**src/hw/rtl/stsf_pkg.sv**
```systemverilog
// Package: constants, codes and types of the spectral transition scale factor block
`default_nettype none
package stsf_pkg;
  localparam int MaxTransitions = 128;
  localparam int IdxW = $clog2(MaxTransitions);
  localparam int CntW = $clog2(MaxTransitions + 1);
  localparam int EnW = 32;
  localparam int StrW = 24;
  localparam int WordW = EnW + StrW;
  localparam int DivW = 64;
  localparam logic [31:0] C1Q30 = 32'd2528468770;
  localparam logic [31:0] KQ32 = 32'd2447262796;

  typedef enum logic [1:0] {
    ModeClear  = 2'd0,
    ModeAppend = 2'd1,
    ModeEval   = 2'd2,
    ModeNone   = 2'd3
  } mode_e;

  typedef enum logic [1:0] {
    StatOk    = 2'd0,
    StatFull  = 2'd1,
    StatNone  = 2'd2,
    StatZeroW = 2'd3
  } status_e;

  typedef enum logic {
    CfgFwhmMin = 1'b0,
    CfgFwhmMax = 1'b1
  } cfg_idx_e;

  typedef struct packed {
    logic            start;
    logic [DivW-1:0] num;
    logic [DivW-1:0] den;
  } div_req_t;

  typedef struct packed {
    logic            busy;
    logic            done;
    logic [DivW-1:0] quo;
  } div_rsp_t;
endpackage
`default_nettype wire

```
**src/hw/rtl/stsf_div.sv**
```systemverilog
// Bit-serial restoring divider, one quotient bit per cycle
`default_nettype none
module stsf_div (
  input  logic               clk_i,
  input  logic               rst_ni,
  input  stsf_pkg::div_req_t req_i,
  output stsf_pkg::div_rsp_t rsp_o
);
  import stsf_pkg::*;

  localparam int StepW = $clog2(DivW);

  logic [DivW:0]      rem_q, rem_d;
  logic [DivW-1:0]    nq_q, nq_d;
  logic [DivW-1:0]    den_q, den_d;
  logic [StepW-1:0]   step_q, step_d;
  logic               busy_q, busy_d;
  logic               done_q, done_d;
  logic [DivW:0]      shifted;

  always_comb begin
    rem_d   = rem_q;
    nq_d    = nq_q;
    den_d   = den_q;
    step_d  = step_q;
    busy_d  = busy_q;
    done_d  = 1'b0;
    shifted = {rem_q[DivW-1:0], nq_q[DivW-1]};
    if (req_i.start && !busy_q) begin
      rem_d  = '0;
      nq_d   = req_i.num;
      den_d  = req_i.den;
      step_d = '0;
      busy_d = 1'b1;
    end else if (busy_q) begin
      if (shifted >= {1'b0, den_q}) begin
        rem_d = shifted - {1'b0, den_q};
        nq_d  = {nq_q[DivW-2:0], 1'b1};
      end else begin
        rem_d = shifted;
        nq_d  = {nq_q[DivW-2:0], 1'b0};
      end
      step_d = step_q + 1'b1;
      if (step_q == StepW'(DivW - 1)) begin
        busy_d = 1'b0;
        done_d = 1'b1;
      end
    end
  end

  always_ff @(posedge clk_i or negedge rst_ni) begin
    if (!rst_ni) begin
      busy_q <= 1'b0;
      done_q <= 1'b0;
      step_q <= '0;
    end else begin
      busy_q <= busy_d;
      done_q <= done_d;
      step_q <= step_d;
    end
  end

  always_ff @(posedge clk_i) begin
    rem_q <= rem_d;
    nq_q  <= nq_d;
    den_q <= den_d;
  end

  assign rsp_o.busy = busy_q;
  assign rsp_o.done = done_q;
  assign rsp_o.quo  = nq_q;
endmodule
`default_nettype wire

```
**config.mk**
```make
export PLATFORM = sky130hd
export DESIGN_NAME = stsf_div
export DESIGN_NICKNAME = d
export VERILOG_FILES = /design/src/hw/rtl/stsf_pkg.sv /design/src/hw/rtl/stsf_div.sv
export SDC_FILE = /design/constraint.sdc
export NUM_CORES = 1
export LEC_CHECK = 0
export BUFFER_PORTS_ARGS = -buffer_cell sky130_fd_sc_hd__buf_2
export CAP_MARGIN = 40
export CORE_MARGIN = 1.5
export CORE_UTILIZATION = 42
export CTS_BUF_LIST = sky130_fd_sc_hd__clkbuf_8
export CTS_CLUSTER_SIZE = 40
export DETAILED_ROUTE_END_ITERATION = 10
export GPL_ROUTABILITY_DRIVEN = 0
export MAX_ROUTING_LAYER = met4
export PLACE_DENSITY = 0.7
export SLEW_MARGIN = 10
export SYNTH_ARGS = -nofsm -noshare
export SYNTH_HDL_FRONTEND = slang
export SYNTH_SLANG_ARGS = --single-unit
export TNS_END_PERCENT = 100
```
**constraint.sdc**
```tcl
create_clock -name clk_i -period 3.9 [get_ports clk_i]
set_input_delay 0.195 -clock clk_i [delete_from_list [all_inputs] [get_ports clk_i]]
set_output_delay 0.195 -clock clk_i [all_outputs]
set_load 0.01 [all_outputs]
```
# After elaboration in Yosys (flattened, before gate mapping)
# Cells that the tools add are included.
# word_totals
register_bits,200
# op_classes
addsub,2
n_eq_ne,1
magnitude_cmp,1
reduce_logical,3
n_mux,12
# op_table
cell,n
$mux 64,3
$ge 65x64->1,1
$sub 64x64->64,1
$mux 6,2
$mux 1,7
$add 6x1->6 const B,1
$eq 6x6->1 const B,1
$reduce_bool 2->1,1
$logic_and 1x1->1,1
$logic_not 1->1,1

# Logic depth before layout (Yosys ltp)
# Gate-level depths: netlist (run 1).
# logic_depth
depth_word,4
depth_mapped,15
mapped_depth_nobuf,13

# Worst setup path after synthesis (run 1)
# OpenSTA, ideal clock, no wires.
# synth_timing
path_kind,reg-to-reg
from,register busy_q
to,"register den_q[0], enable pin"
setup_ns,0.454
synth_period_minus_slack_ns,3.311
arrival_ns,2.857
required_ns,3.446
setup_slack_ns,0.589
stages_incl_launch_ff,6
cell_sequence,dfrtp_1 inv_1 clkbuf_1 nand2_1 inv_1 clkbuf_1
# synth_via
elab_chain_cells,2
# synth_rtl
item,line_no,text
start: declaration,stsf_div.sv:17,"logic busy_q, busy_d;"
start signal: assignment,stsf_div.sv:57,busy_q <= busy_d;
$logic_not 1->1,stsf_div.sv:29,if (req_i.start && !busy_q) begin
$logic_and 1x1->1,stsf_div.sv:29,
end signal: assignment,stsf_div.sv:66,den_q <= den_d;
end: declaration,stsf_div.sv:15,"logic [DivW-1:0] den_q, den_d;"
# Every way passes these cells.
# A chain may end at the register's enable or synchronous reset.

# Final worst setup path (run 1)
# layout_timing
from,register den_q[1]
to,register rem_q[55]
# layout_via
elab_chain_cells,2
elab_cells_between_ends,3
# layout_rtl
item,line_no,text
$sub 64x64->64 or $ge 65x64->1 (tied branches),"stsf_div.sv:37, stsf_div.sv:36",
$mux 64 *,stsf_div.sv:36,"if (shifted >= {1'b0, den_q}) begin"
end signal: assignment,stsf_div.sv:64,rem_q <= rem_d;
end: declaration,stsf_div.sv:13,"logic [DivW:0] rem_q, rem_d;"
# Mark *: on every way between the ends. The rest lies on a longest branch, timed or not.

==> report_table.html, run 1 <==
<table>
<tr><th>Metric</th><th>Value</th></tr>
<tr><th colspan="2">Die</th></tr>
<tr><td>Die Span X</td><td>171 µm</td></tr>
<tr><td>Die area</td><td>0.0293 mm²</td></tr>
<tr><td>Core box area</td><td>0.0279 mm²</td></tr>
<tr><td>Top Ports</td><td>197</td></tr>
<tr><td>Initial core utilization</td><td>0.427</td></tr>
<tr><td>Die height</td><td>171 µm</td></tr>
<tr><td>Standard-cell rows</td><td>just over 60</td></tr>
<tr><th colspan="2">Critical path</th></tr>
<tr><td>Data required, critical path</td><td>~4.3 ns</td></tr>
<tr><td>Startpoint of the most critical register-to-register path</td><td>den_q[1]</td></tr>
<tr><td>Worst setup path category</td><td>reg2reg</td></tr>
<tr><td>Reg-to-reg critical path endpoint</td><td>rem_q[55]</td></tr>
<tr><td>Crit end category</td><td>flop</td></tr>
<tr><td>Reg2Reg Depth</td><td>11</td></tr>
<tr><td>Reg2reg setup slack</td><td>around 0.34 ns</td></tr>
<tr><td>Critical path startpoint category</td><td>flop</td></tr>
<tr><td>Worst endpoint data arrival time</td><td>3.94 ns</td></tr>
<tr><td>Highest fanout seen on the critical path</td><td>19</td></tr>
<tr><th colspan="2">Cells and area</th></tr>
<tr><td>Share of post-route cells with drive strength above 1</td><td>0.164</td></tr>
<tr><td>Area of the multi-input gates</td><td>0.00593 mm²</td></tr>
<tr><td>Number of standard cells in the layout, taps in and fillers out</td><td>2020</td></tr>
<tr><td>Syn-to-layout area delta</td><td>24.6%</td></tr>
<tr><td>Layout Utilization</td><td>0.532</td></tr>
<tr><td>Final layout net count</td><td>1825</td></tr>
<tr><td>Sequential cell area</td><td>around 0.0053 mm²</td></tr>
<tr><td># fillers</td><td>2525</td></tr>
<tr><th colspan="2">Global route</th></tr>
<tr><td>Pin count of the biggest net entering global routing</td><td>67</td></tr>
<tr><td>Most Used Layer, Global Route</td><td>met2</td></tr>
<tr><td>Vias in the first global route</td><td>10621</td></tr>
<tr><td>Number of antenna violations at the first check in global routing</td><td>1</td></tr>
<tr><td>Global routing met3 resource utilization</td><td>0.0483</td></tr>
<tr><td>First-pass GRT wire length</td><td>52500 µm</td></tr>
<tr><td>GR Overflow Total</td><td>0</td></tr>
<tr><td>Global router's overall resource usage</td><td>0.233</td></tr>
<tr><td>Met2 Track Usage GR</td><td>0.378</td></tr>
<tr><td>Met1 track demand over resource</td><td>0.291</td></tr>
<tr><th colspan="2">Power and ir drop</th></tr>
<tr><td>Worst VDD drop</td><td>0.000402 V</td></tr>
<tr><td>Overall power after layout</td><td>11.5 mW</td></tr>
<tr><td>Power density over the cells</td><td>773 mW/mm²</td></tr>
<tr><td>Leakage</td><td>6.68 nW</td></tr>
<tr><th colspan="2">Timing</th></tr>
<tr><td>Max-slew violations</td><td>0</td></tr>
<tr><td>Slew of the pin with the lowest slew margin</td><td>around 0.72 ns</td></tr>
<tr><td>Setup repair after global routing missed its margin</td><td>no</td></tr>
<tr><td>Smallest setup slack after layout</td><td>0.339 ns</td></tr>
<tr><td>Endpoints failing hold</td><td>0</td></tr>
<tr><td>Number of failing setup endpoints in the final timing report</td><td>0</td></tr>
<tr><td>Sum of negative setup slack</td><td>0 ns</td></tr>
<tr><td>Period Utilization, post-route</td><td>0.913</td></tr>
<tr><td>Final critical-path required period</td><td>3.56 ns</td></tr>
<tr><td>Setup Skew</td><td>0.0346 ns</td></tr>
<tr><td>Headroom to the max-slew limit</td><td>0.517</td></tr>
<tr><td>Highest clock rate</td><td>0.281 GHz</td></tr>
<tr><th colspan="2">Synthesis</th></tr>
<tr><td>Synth top area share</td><td>0.323</td></tr>
<tr><td>Post-synth EDFFs</td><td>128</td></tr>
<tr><td>Most common library cells after synthesis</td><td>sky130_fd_sc_hd__nand2_1 (298), sky130_fd_sc_hd__edfxtp_1 (128), sky130_fd_sc_hd__a21oi_1 (115)</td></tr>
<tr><td>Fraction of the mapped netlist area in compound gates</td><td>0.189</td></tr>
<tr><td>XOR/XNOR share of the synthesized area</td><td>0.0442</td></tr>
<tr><td>Unique masters post-synth</td><td>70</td></tr>
<tr><td>Cell Area, Synth</td><td>0.0119 mm²</td></tr>
<tr><td>Simple-gate share of the synthesized area</td><td>0.170</td></tr>
<tr><td>Largest family of logic cells by synthesized area</td><td>compound AO/OA/AOI/OAI gates</td></tr>
<tr><td>Part of the Yosys area used for sequential elements</td><td>0.448</td></tr>
<tr><td>YS warnings</td><td>0</td></tr>
<tr><td>Primary FF master, synth</td><td>sky130_fd_sc_hd__edfxtp_1</td></tr>
<tr><td>Post-synthesis instance total</td><td>approximately 1300</td></tr>
<tr><td>Leading cell types by total area after synthesis</td><td>sky130_fd_sc_hd__edfxtp_1 (32%), sky130_fd_sc_hd__dfxtp_1 (11%), sky130_fd_sc_hd__nand2_1 (9.4%), sky130_fd_sc_hd__ha_1 (6.8%), sky130_fd_sc_hd__a21oi_1 (4.8%)</td></tr>
<tr><td>Share of synthesized flip-flops with an asynchronous set or reset</td><td>0.0400</td></tr>
<tr><td>Flip-flop and latch count after synthesis</td><td>200</td></tr>
<tr><td>Post-Synth Adder-Cell Area</td><td>0.0700</td></tr>
<tr><td>Avg Inst Size Synth</td><td>8.85 µm²</td></tr>
<tr><td>Post-synthesis cell type with the largest combined area</td><td>sky130_fd_sc_hd__edfxtp_1</td></tr>
<tr><td>Leading cell type by number of instances after synthesis</td><td>sky130_fd_sc_hd__nand2_1</td></tr>
<tr><td>Net count of the mapped netlist</td><td>around 1500</td></tr>
<tr><td>Portion of netlist area occupied by mux cells</td><td>0.0245</td></tr>
<tr><th colspan="2">Route</th></tr>
<tr><td>DRC marker count from the first detailed-route iteration</td><td>between 700 and 800</td></tr>
<tr><td>Number of nets still failing antenna checks after routing</td><td>0</td></tr>
<tr><td>Total wirelength of the detailed-routed design</td><td>32800 µm</td></tr>
<tr><td>Detail-routed net length per standard cell</td><td>16.2 µm</td></tr>
<tr><td>Vias after detailed routing</td><td>10777</td></tr>
<tr><td>Vias per cell</td><td>approximately 5.3</td></tr>
<tr><td>Count of TritonRoute iterations in the first routing pass</td><td>5</td></tr>
<tr><td>Final routed DRC violation total</td><td>0</td></tr>
<tr><th colspan="2">Min path</th></tr>
<tr><td>Hold Crit Class</td><td>in2reg</td></tr>
<tr><td>WHS Endpoint</td><td>nq_q[24]</td></tr>
<tr><td>Count of cells along the worst hold path</td><td>3</td></tr>
<tr><td>Hold path startpoint</td><td>req_i[88]</td></tr>
<tr><th colspan="2">Clock tree</th></tr>
<tr><td>Clock Sinks</td><td>200</td></tr>
<tr><td>Maximum level of the CTS H-tree</td><td>4</td></tr>
<tr><td>Clk pin slew, worst setup/hold paths</td><td>0.11 ns</td></tr>
<tr><td>Maximum clock insertion buffer count</td><td>2</td></tr>
<tr><td>Clock latency of the later-clocked register in the worst-skew pair</td><td>0.49 ns</td></tr>
<tr><td>Total CTS buffers</td><td>17</td></tr>
<tr><td>Post-CTS Setup Inserts</td><td>0</td></tr>
<tr><td>Clock tree root driver cell</td><td>sky130_fd_sc_hd__clkbuf_8</td></tr>
<tr><td>Clock tree from TritonCTS</td><td>yes</td></tr>
<tr><th colspan="2">Placement</th></tr>
<tr><td>Estimated wirelength of the detail-placed design</td><td>between 20000 and 25000 µm</td></tr>
<tr><td>Post-place setup slack</td><td>around 0.35 ns</td></tr>
<tr><td>Instance count after placement with tap cells included</td><td>1864</td></tr>
<tr><td># port buffers</td><td>196</td></tr>
<tr><th colspan="2">Job</th></tr>
<tr><td># Max-Cap Violations</td><td>0</td></tr>
<tr><th colspan="2">Outcome</th></tr>
<tr><td>Outcome</td><td>completed</td></tr>
</table>
## layer usage
layer | vias to the layer above | share of wire
li1 | 5290 | -
met1 | 5045 | 0.45
met2 | 392 | 0.47
met3 | 50 | 0.062
met4 | 0 | 0.023
met5 | - | 0
## repair_timing
action                    4_1_cts  5_1_grt
hold endpoints to repair      130        0
gates resized for setup         0        0
hold buffers                  123        0
## report_power, final
part           internal [mW]  total [mW]  switching (mW)
Combinational           2.71        6.42            3.71
Clock                  0.470        1.30           0.832
Sequential              3.20        3.75           0.545
## flip-flops by register name, indices dropped and copies added (netlist names)
signal	count
den_q	64
rem_q	64
busy_q	1
done_q	1
step_q	6
nq_q	64
## final cells by class
type | instances | share of cell area
well taps | 378 | 0.0319
inverters | 93 | 0.0237
diodes | 1 | 0.000169
repair buffers | 334 | 0.160
multi-input cells | 982 | 0.400
flip-flops and latches | 200 | 0.359
clock buffers | 17 | 0.0158
clock inverters | 15 | 0.00937
## logic make-up after synthesis
logic type,Yosys count
simple gates,472
buf+inv,162
mux,29
fa+ha+maj,66
xor+xnor,60
compound gates,355
flops,200
## stage by stage
| step | hold slack (ns) | area (µm²) |
|---|---|---|
| 2_1_floorplan | -0.101 | 11900 |
| 3_3_place_gp | 0.0426 | 13200 |
| 3_5_place_dp | 0.0433 | 13200 |
| 4_1_cts | 0.00371 | 14800 |
| 5_1_grt | 0.00126 | 14800 |
| 6_report | 0.0370 | 14800 |
## layout by cell type, fill, tap and decap left out, types with 23 or more instances in the layout
cell type	n
sky130_fd_sc_hd__a21o_1	36
sky130_fd_sc_hd__a21oi_1	115
sky130_fd_sc_hd__buf_2	196
sky130_fd_sc_hd__dfxtp_1	64
sky130_fd_sc_hd__dlygate4sd3_1	123
sky130_fd_sc_hd__edfxtp_1	128
sky130_fd_sc_hd__ha_1	65
sky130_fd_sc_hd__inv_1	92
sky130_fd_sc_hd__mux2i_1	28
sky130_fd_sc_hd__nand2_1	297
sky130_fd_sc_hd__nand4_1	29
sky130_fd_sc_hd__nor2_1	71
sky130_fd_sc_hd__o21ai_0	86
sky130_fd_sc_hd__xnor2_1	37
sky130_fd_sc_hd__xor2_1	23
## how the worst max path moves through the flow
stage / start / endpoint / slack [ns] / depth (start not counted)
2_1_floorplan: busy_q / den_q[0] / 0.59 / 5
3_3_place_gp: rem_q[18] / rem_q[46] / 0.54 / 11
3_5_place_dp: den_q[1] / rem_q[55] / 0.35 / 11
4_1_cts: den_q[1] / rem_q[55] / 0.34 / 11
5_1_grt: den_q[1] / rem_q[57] / 0.07 / 11
6_report: den_q[1] / rem_q[55] / 0.34 / 11
## critical path, cell delays in order (launching register included)
cell	delay (ns)
sky130_fd_sc_hd__edfxtp_1	0.40
sky130_fd_sc_hd__inv_1	0.06
sky130_fd_sc_hd__ha_1	0.28
sky130_fd_sc_hd__nor2b_1	0.16
sky130_fd_sc_hd__o21ai_0	0.12
sky130_fd_sc_hd__a211oi_1	0.30
sky130_fd_sc_hd__and4bb_2	0.30
sky130_fd_sc_hd__o31ai_4	0.36
sky130_fd_sc_hd__a31oi_2	0.23
sky130_fd_sc_hd__o21bai_4	0.38
sky130_fd_sc_hd__nand2_1	0.50
sky130_fd_sc_hd__o221ai_1	0.36
(Power assumes the default switching activity.)
==> inputs of run 2 (changes only) <==
- REMOVE_ABC_BUFFERS: not set -> 1
==> run 2 against run 1 <==
Worst setup slack improved by 0.053 ns. Via count increased by 0.54%. Global-route usage decreased by 0.10 points. Highest routed layer unchanged.
==> report_table.html, run 2 (same netlist as run 1, synthesis figures left out) <==
<table>
<tr><th>Metric</th><th>Value</th></tr>
<tr><th colspan="2">Cells and area</th></tr>
<tr><td>Syn-to-layout area delta</td><td>25.1%</td></tr>
<tr><td>Share of post-route cells with drive strength above 1</td><td>0.162</td></tr>
<tr><td>Number of standard cells in the layout, taps in and fillers out</td><td>about 2000</td></tr>
<tr><td>Leading registers by flop count</td><td>den_q x64, nq_q x64, rem_q x64</td></tr>
<tr><td>Antenna cell count</td><td>0</td></tr>
<tr><td>Sequential cell area</td><td>between 0.005 and 0.006 mm²</td></tr>
<tr><td>Most frequent standard cell in the layout excluding fill and tap cells</td><td>sky130_fd_sc_hd__nand2_1</td></tr>
<tr><td># fillers</td><td>2523</td></tr>
<tr><td>Area of the multi-input gates</td><td>0.00593 mm²</td></tr>
<tr><td>Final layout net count</td><td>1827</td></tr>
<tr><td>Commonest cells after routing, fill and taps aside</td><td>sky130_fd_sc_hd__nand2_1 (297), sky130_fd_sc_hd__buf_2 (196), sky130_fd_sc_hd__edfxtp_1 (128), sky130_fd_sc_hd__dlygate4sd3_1 (128), sky130_fd_sc_hd__a21oi_1 (115)</td></tr>
<tr><td>Layout Utilization</td><td>0.534</td></tr>
<tr><td>Post-route cell area</td><td>0.0149 mm²</td></tr>
<tr><th colspan="2">Global route</th></tr>
<tr><td>First-pass GRT wire length</td><td>52400 µm</td></tr>
<tr><td>Global router's overall resource usage</td><td>0.232</td></tr>
<tr><td>Pin count of the biggest net entering global routing</td><td>67</td></tr>
<tr><td>GR Overflow Total</td><td>0</td></tr>
<tr><td>Vias in the first global route</td><td>10546</td></tr>
<tr><td>Number of antenna violations at the first check in global routing</td><td>0</td></tr>
<tr><th colspan="2">Critical path</th></tr>
<tr><td>Crit end category</td><td>flop</td></tr>
<tr><td>Worst-path cell with the longest stage delay</td><td>sky130_fd_sc_hd__nor4_1</td></tr>
<tr><td>Critical path startpoint category</td><td>flop</td></tr>
<tr><td>Worst setup path category</td><td>reg2reg</td></tr>
<tr><td>Cells traversed along the worst timing path</td><td>inv_1, ha_1, and2_1, nand3_1, nor4_1, nand4_1, o211a_1, o21ai_0, o21bai_4, buf_4, mux2_2, a22oi_1, o21ai_0</td></tr>
<tr><td>Critical path buffer and inverter count</td><td>2</td></tr>
<tr><td>Data required, critical path</td><td>4.24 ns</td></tr>
<tr><td>Crit-path leading delay family</td><td>simple AND/OR/NAND/NOR gates</td></tr>
<tr><td>Maximum cell stage delay along the critical path</td><td>0.49 ns</td></tr>
<tr><td>Worst endpoint data arrival time</td><td>3.85 ns</td></tr>
<tr><td>Most used cell, CP</td><td>sky130_fd_sc_hd__o21ai_0</td></tr>
<tr><td>Highest fanout seen on the critical path</td><td>11</td></tr>
<tr><th colspan="2">Power and ir drop</th></tr>
<tr><td>Power density over the cells</td><td>779 mW/mm²</td></tr>
<tr><td>P_int</td><td>6.42 mW</td></tr>
<tr><td>Sw power</td><td>5.18 mW</td></tr>
<tr><td>Worst VDD drop</td><td>0.000325 V</td></tr>
<tr><td>Net switching fraction of the power</td><td>0.447</td></tr>
<tr><td>Portion of total power attributed to combinational logic</td><td>0.557</td></tr>
<tr><td>Leakage</td><td>around 6.7 nW</td></tr>
<tr><td>Portion of total power attributed to the clock network</td><td>0.119</td></tr>
<tr><td>Share of power burned in registers</td><td>0.324</td></tr>
<tr><th colspan="2">Timing</th></tr>
<tr><td>Setup Skew</td><td>around 0.023 ns</td></tr>
<tr><td>Max-slew violations</td><td>0</td></tr>
<tr><td>Number of failing setup endpoints in the final timing report</td><td>0</td></tr>
<tr><td>Period Utilization, post-route</td><td>0.900</td></tr>
<tr><td>Setup repair after global routing missed its margin</td><td>no</td></tr>
<tr><td>Final critical-path required period</td><td>3.51 ns</td></tr>
<tr><td>Sum of negative setup slack</td><td>0 ns</td></tr>
<tr><td>Endpoints failing hold</td><td>0</td></tr>
<tr><td>Slew of the pin with the lowest slew margin</td><td>0.815 ns</td></tr>
<tr><td>Headroom to the max-slew limit</td><td>0.457</td></tr>
<tr><td>Highest clock rate</td><td>roughly 0.29 GHz</td></tr>
<tr><td>Worst hold slack across all endpoints</td><td>0.0323 ns</td></tr>
<tr><th colspan="2">Clock tree</th></tr>
<tr><td>Maximum clock insertion buffer count</td><td>2</td></tr>
<tr><td>Total CTS buffers</td><td>17</td></tr>
<tr><td>Clock tree from TritonCTS</td><td>yes</td></tr>
<tr><td>Clock tree root driver cell</td><td>sky130_fd_sc_hd__clkbuf_8</td></tr>
<tr><td>Clock latency of the later-clocked register in the worst-skew pair</td><td>0.50 ns</td></tr>
<tr><td>Maximum level of the CTS H-tree</td><td>4</td></tr>
<tr><td>Clock Sinks</td><td>200</td></tr>
<tr><td>Clk pin slew, worst setup/hold paths</td><td>0.11 ns</td></tr>
<tr><th colspan="2">Route</th></tr>
<tr><td>Count of TritonRoute iterations in the first routing pass</td><td>7</td></tr>
<tr><td>Vias after detailed routing</td><td>10835</td></tr>
<tr><td>Total wirelength of the detailed-routed design</td><td>32700 µm</td></tr>
<tr><td>Number of nets still failing antenna checks after routing</td><td>0</td></tr>
<tr><td>Final routed DRC violation total</td><td>0</td></tr>
<tr><td>DRC marker count from the first detailed-route iteration</td><td>743</td></tr>
<tr><td>Vias per cell</td><td>roughly 5.4</td></tr>
<tr><td>Detail-routed net length per standard cell</td><td>16.2 µm</td></tr>
<tr><th colspan="2">Die</th></tr>
<tr><td>Top Ports</td><td>197</td></tr>
<tr><td>Die height</td><td>171 µm</td></tr>
<tr><td>Die Span X</td><td>between 150 and 200 µm</td></tr>
<tr><td>Core box area</td><td>0.0279 mm²</td></tr>
<tr><td>Standard-cell rows</td><td>61</td></tr>
<tr><td>Die area</td><td>about 0.03 mm²</td></tr>
<tr><td>Initial core utilization</td><td>0.427</td></tr>
<tr><th colspan="2">Placement</th></tr>
<tr><td># port buffers</td><td>196</td></tr>
<tr><td>Estimated wirelength of the detail-placed design</td><td>22500 µm</td></tr>
<tr><td>Instance count after placement with tap cells included</td><td>approximately 1900</td></tr>
<tr><td>Placed cell area</td><td>0.0132 mm²</td></tr>
<tr><th colspan="2">Outcome</th></tr>
<tr><td>Outcome</td><td>completed</td></tr>
<tr><th colspan="2">Job</th></tr>
<tr><td># Max-Cap Violations</td><td>0</td></tr>
<tr><th colspan="2">Min path</th></tr>
<tr><td>Hold Crit Class</td><td>in2reg</td></tr>
</table>
run 2: routing by layer:
metal | track usage | vias up | wire length (µm)
li1 | - | 5293 | -
met1 | 0.297 | 5083 | 14600
met2 | 0.375 | 411 | 15200
met3 | 0.0354 | 48 | 2110
met4 | 0.0793 | 0 | 794
met5 | - | - | 0
run 2: final timing paths:
path	from	endpoint	slack [ns]	cells past startpoint
worst max register to register	den_q[39]	rem_q[61]	0.39	13
min in group asynchronous	rst_ni	step_q[5]	0.05	2
worst min register to register	rem_q[37]	rem_q[37]	0.48	2
worst min-delay path	req_i[64]	nq_q[0]	0.03	3
worst max-delay path	den_q[39]	rem_q[61]	0.39	13
max in group asynchronous	rst_ni	step_q[0]	3.66	2
run 2: worst reg2reg max path, cell delays in order (launching register included):
cell                       delay (ns)
sky130_fd_sc_hd__edfxtp_1        0.38
sky130_fd_sc_hd__inv_1           0.05
sky130_fd_sc_hd__ha_1            0.40
sky130_fd_sc_hd__and2_1          0.33
sky130_fd_sc_hd__nand3_1         0.22
sky130_fd_sc_hd__nor4_1          0.49
sky130_fd_sc_hd__nand4_1         0.18
sky130_fd_sc_hd__o211a_1         0.17
sky130_fd_sc_hd__o21ai_0         0.08
sky130_fd_sc_hd__o21bai_4        0.24
sky130_fd_sc_hd__buf_4           0.24
sky130_fd_sc_hd__mux2_2          0.34
sky130_fd_sc_hd__a22oi_1         0.13
sky130_fd_sc_hd__o21ai_0         0.11
run 2: area by class of cell:
| type | instances | area share |
|---|---|---|
| Timing Repair Buffer | 336 | 0.160 |
| Sequential cell | 200 | 0.358 |
| Tap cell | 378 | 0.0318 |
| Multi-Input combinational cell | 982 | 0.399 |
| Inverter | 93 | 0.0236 |
| Clock inverter | 15 | 0.0120 |
| Clock buffer | 17 | 0.0157 |
run 2: through the flow:
step	power (mW)	setup WS [ns]
6_report	11.6	0.392
2_1_floorplan	8.29	-1.43
3_5_place_dp	10.0	0.406
5_1_grt	12.5	0.0936
3_3_place_gp	9.89	0.498
4_1_cts	11.5	0.401
run 2: power groups by stage:
stage          clock, mW  sequential (mW)  combinational [mW]
3_3_place_gp           0             3.76                6.13
5_1_grt             1.49             3.85                7.16
4_1_cts             1.42             3.74                6.37
3_5_place_dp           0             3.76                6.25
6_report            1.38             3.76                6.46
2_1_floorplan          0             3.83                4.46
run 2: timing repair:
action | in CTS | in global routing
buffers inserted | 0 | 0
gates resized for setup | 0 | 0
hold endpoints to repair | 135 | 0
hold buffers | 128 | 0
==> inputs of run 3 (changes only) <==
- clock period: 3.9 -> 4.2 ns (I/O delays scaled with it)
==> run 3 against run 2 <==
Total power fell by 7.6%. Non-clock buffer count fell by 1. Hold slack got worse by 0.0022 ns. Count of clock-buffer cells in the layout rose by 1. Critical path type unchanged. Cell area fell by 0.32%. Clock skew fell by 0.0041 ns. Combinational power fell by 7.1%. Clock power fell by 11%.
==> report_table.html, run 3 (same netlist as run 1, synthesis figures left out) <==
<table>
<tr><th>Metric</th><th>Value</th></tr>
<tr><th colspan="2">Outcome</th></tr>
<tr><td>Outcome</td><td>completed</td></tr>
<tr><th colspan="2">Cells and area</th></tr>
<tr><td>Syn-to-layout area delta</td><td>24.7%</td></tr>
<tr><td>Commonest cells after routing, fill and taps aside</td><td>sky130_fd_sc_hd__nand2_1 (297), sky130_fd_sc_hd__buf_2 (196), sky130_fd_sc_hd__edfxtp_1 (128), sky130_fd_sc_hd__dlygate4sd3_1 (128), sky130_fd_sc_hd__a21oi_1 (115)</td></tr>
<tr><td>Most frequent standard cell in the layout excluding fill and tap cells</td><td>sky130_fd_sc_hd__nand2_1</td></tr>
<tr><td>Share of post-route cells with drive strength above 1</td><td>0.161</td></tr>
<tr><td># fillers</td><td>2569</td></tr>
<tr><td>Antenna cell count</td><td>0</td></tr>
<tr><td>Leading registers by flop count</td><td>den_q x64, nq_q x64, rem_q x64</td></tr>
<tr><td>Final layout net count</td><td>1826</td></tr>
<tr><th colspan="2">Power and ir drop</th></tr>
<tr><td>Power density over the cells</td><td>722 mW/mm²</td></tr>
<tr><td>Leakage</td><td>6.69 nW</td></tr>
<tr><td>Portion of total power attributed to combinational logic</td><td>0.560</td></tr>
<tr><td>Worst VDD drop</td><td>0.000446 V</td></tr>
<tr><td>P_int</td><td>5.98 mW</td></tr>
<tr><td>Sw power</td><td>approximately 4.7 mW</td></tr>
<tr><td>Overall power after layout</td><td>10.7 mW</td></tr>
<tr><td>Share of power burned in registers</td><td>0.326</td></tr>
<tr><td>Portion of total power attributed to the clock network</td><td>0.115</td></tr>
<tr><td>Net switching fraction of the power</td><td>0.442</td></tr>
<tr><th colspan="2">Timing</th></tr>
<tr><td>Setup Skew</td><td>about 0.019 ns</td></tr>
<tr><td>Sum of negative setup slack</td><td>0 ns</td></tr>
<tr><td>Setup repair after global routing missed its margin</td><td>no</td></tr>
<tr><td>Slew of the pin with the lowest slew margin</td><td>0.728 ns</td></tr>
<tr><td>Highest clock rate</td><td>~0.28 GHz</td></tr>
<tr><td>Number of failing setup endpoints in the final timing report</td><td>0</td></tr>
<tr><td>Endpoints failing hold</td><td>0</td></tr>
<tr><td>Headroom to the max-slew limit</td><td>0.502</td></tr>
<tr><td>Period Utilization, post-route</td><td>0.865</td></tr>
<tr><td>Max-slew violations</td><td>0</td></tr>
<tr><td>Final critical-path required period</td><td>3.63 ns</td></tr>
<tr><th colspan="2">Die</th></tr>
<tr><td>Die area</td><td>0.0293 mm²</td></tr>
<tr><td>Initial core utilization</td><td>0.427</td></tr>
<tr><td>Standard-cell rows</td><td>61</td></tr>
<tr><td>Top Ports</td><td>197</td></tr>
<tr><td>Die height</td><td>171 µm</td></tr>
<tr><td>Core box area</td><td>approximately 0.028 mm²</td></tr>
<tr><td>Die Span X</td><td>171 µm</td></tr>
<tr><th colspan="2">Critical path</th></tr>
<tr><td>Worst endpoint data arrival time</td><td>4.00 ns</td></tr>
<tr><td>Highest fanout seen on the critical path</td><td>77</td></tr>
<tr><td>Reg2Reg Depth</td><td>13</td></tr>
<tr><td>Reg2reg setup slack</td><td>0.57 ns</td></tr>
<tr><td>Most used cell, CP</td><td>sky130_fd_sc_hd__o21ai_0</td></tr>
<tr><td>Worst-path cell with the longest stage delay</td><td>sky130_fd_sc_hd__edfxtp_1</td></tr>
<tr><td>Critical path startpoint category</td><td>flop</td></tr>
<tr><td>Startpoint of the most critical register-to-register path</td><td>den_q[1]</td></tr>
<tr><td>Reg-to-reg critical path endpoint</td><td>rem_q[61]</td></tr>
<tr><td>Worst setup path category</td><td>reg2reg</td></tr>
<tr><td>Crit end category</td><td>flop</td></tr>
<tr><td>Maximum cell stage delay along the critical path</td><td>0.40 ns</td></tr>
<tr><td>Cells traversed along the worst timing path</td><td>inv_1, ha_1, nor2b_1, o21ai_0, a211oi_1, and4bb_2, o31ai_4, a31oi_2, o21bai_4, buf_12, mux2_2, a22oi_1, o21ai_0</td></tr>
<tr><td>Data required, critical path</td><td>4.56 ns</td></tr>
<tr><th colspan="2">Clock tree</th></tr>
<tr><td>Clk pin slew, worst setup/hold paths</td><td>0.11 ns</td></tr>
<tr><td>Clock latency of the later-clocked register in the worst-skew pair</td><td>0.50 ns</td></tr>
<tr><td>Total CTS buffers</td><td>17</td></tr>
<tr><td>Maximum clock insertion buffer count</td><td>2</td></tr>
<tr><td>Post-CTS Setup Inserts</td><td>0</td></tr>
<tr><td>Clock tree from TritonCTS</td><td>yes</td></tr>
<tr><td>Clock tree root driver cell</td><td>sky130_fd_sc_hd__clkbuf_8</td></tr>
<tr><td>Clock Sinks</td><td>200</td></tr>
<tr><td>Maximum level of the CTS H-tree</td><td>4</td></tr>
<tr><th colspan="2">Min path</th></tr>
<tr><td>Count of cells along the worst hold path</td><td>3</td></tr>
<tr><td>Hold Crit Class</td><td>in2reg</td></tr>
<tr><td>Hold path startpoint</td><td>req_i[64]</td></tr>
<tr><td>WHS Endpoint</td><td>nq_q[0]</td></tr>
<tr><th colspan="2">Global route</th></tr>
<tr><td>First-pass GRT wire length</td><td>53100 µm</td></tr>
<tr><td>Pin count of the biggest net entering global routing</td><td>78</td></tr>
<tr><td>Number of antenna violations at the first check in global routing</td><td>0</td></tr>
<tr><td>Vias in the first global route</td><td>10520</td></tr>
<tr><td>Global router's overall resource usage</td><td>0.237</td></tr>
<tr><td>GR Overflow Total</td><td>0</td></tr>
<tr><th colspan="2">Route</th></tr>
<tr><td>Final routed DRC violation total</td><td>0</td></tr>
<tr><td>Total wirelength of the detailed-routed design</td><td>33200 µm</td></tr>
<tr><td>Vias after detailed routing</td><td>about 11000</td></tr>
<tr><td>Number of nets still failing antenna checks after routing</td><td>0</td></tr>
<tr><td>Detail-routed net length per standard cell</td><td>16.4 µm</td></tr>
<tr><td>Vias per cell</td><td>between 5 and 6</td></tr>
<tr><td>DRC marker count from the first detailed-route iteration</td><td>667</td></tr>
<tr><td>Count of TritonRoute iterations in the first routing pass</td><td>7</td></tr>
<tr><th colspan="2">Placement</th></tr>
<tr><td># port buffers</td><td>196</td></tr>
<tr><td>Estimated wirelength of the detail-placed design</td><td>between 20000 and 25000 µm</td></tr>
<tr><th colspan="2">Job</th></tr>
<tr><td># Max-Cap Violations</td><td>0</td></tr>
</table>
-- run 3: changes by cell type in the layout (fill, tap and decap cells not counted) --
cell,delta
sky130_fd_sc_hd__clkinvlp_4,+1
sky130_fd_sc_hd__buf_4,-1
sky130_fd_sc_hd__clkinv_8,-4
sky130_fd_sc_hd__inv_12,-2
sky130_fd_sc_hd__clkinv_4,+1
sky130_fd_sc_hd__clkinv_2,+4
sky130_fd_sc_hd__bufinv_16,+1
sky130_fd_sc_hd__inv_8,-2
sky130_fd_sc_hd__clkbuf_8,+1
-- run 3: final cells by class --
class / count / area [µm²] / area share
inverters: 93 / 352 / 0.0237
flip-flops and latches: 200 / 5330 / 0.359
repair buffers: 335 / 2380 / 0.160
well taps: 378 / 473 / 0.0319
clock inverters: 14 / 125 / 0.00844
clock buffers: 18 / 248 / 0.0167
multi-input cells: 982 / 5930 / 0.400
-- run 3: metal layers --
layer  vias to the layer above  GRT usage  share of wire
li1                       5290          -              -
met1                      4997      0.294           0.45
met2                       388      0.396           0.47
met3                        49     0.0407          0.059
met4                         0     0.0698          0.020
met5                         -          -              0
-- run 3: power groups by stage --
stage / sequential, mW / clock, mW / combinational [mW]
floorplan: 3.56 / 0 / 4.14
global placement: 3.48 / 0 / 5.68
detailed placement: 3.49 / 0 / 5.82
CTS: 3.47 / 1.26 / 5.92
global route: 3.58 / 1.33 / 6.65
finish: 3.49 / 1.23 / 6.00
-- run 3: worst max-delay path by stage --
stage	cells past startpoint	to	start
after floorplan	3	den_q[0]	busy_q
after global placement	13	rem_q[61]	den_q[1]
after detailed placement	13	rem_q[61]	den_q[1]
after CTS	13	rem_q[61]	den_q[1]
after global routing	13	rem_q[61]	den_q[1]
final	13	rem_q[61]	den_q[1]
-- run 3: stage by stage --
stage | cells | setup slack, ns | util | hold WS, ns | cell area [µm²]
after global placement | 1859 | 0.810 | 0.472 | 0.0608 | 13200
after global routing | 2020 | 0.403 | 0.532 | 0.0147 | 14800
after detailed placement | 1860 | 0.697 | 0.473 | 0.0639 | 13200
final | 2020 | 0.566 | 0.532 | 0.0301 | 14800
after CTS | 2019 | 0.650 | 0.532 | 0.0131 | 14800
after floorplan | 1275 | -1.13 | - | -0.0856 | 11600
-- run 3: what timing repair did --
| item | in CTS | in global routing |
|---|---|---|
| gates resized for setup | 0 | 0 |
| hold buffers | 127 | 1 |
| hold endpoints to repair | 134 | 1 |
-- run 3: critical path: cells and delay by family (launching register included) --
family	cells	cell delay (ns)
AO/OA/AOI/OAI	7	1.48
AND/OR/NAND/NOR	2	0.47
flip-flops	1	0.40
buffers and inverters	2	0.40
multiplexers	1	0.39
adder cells (fa/ha/maj)	1	0.28
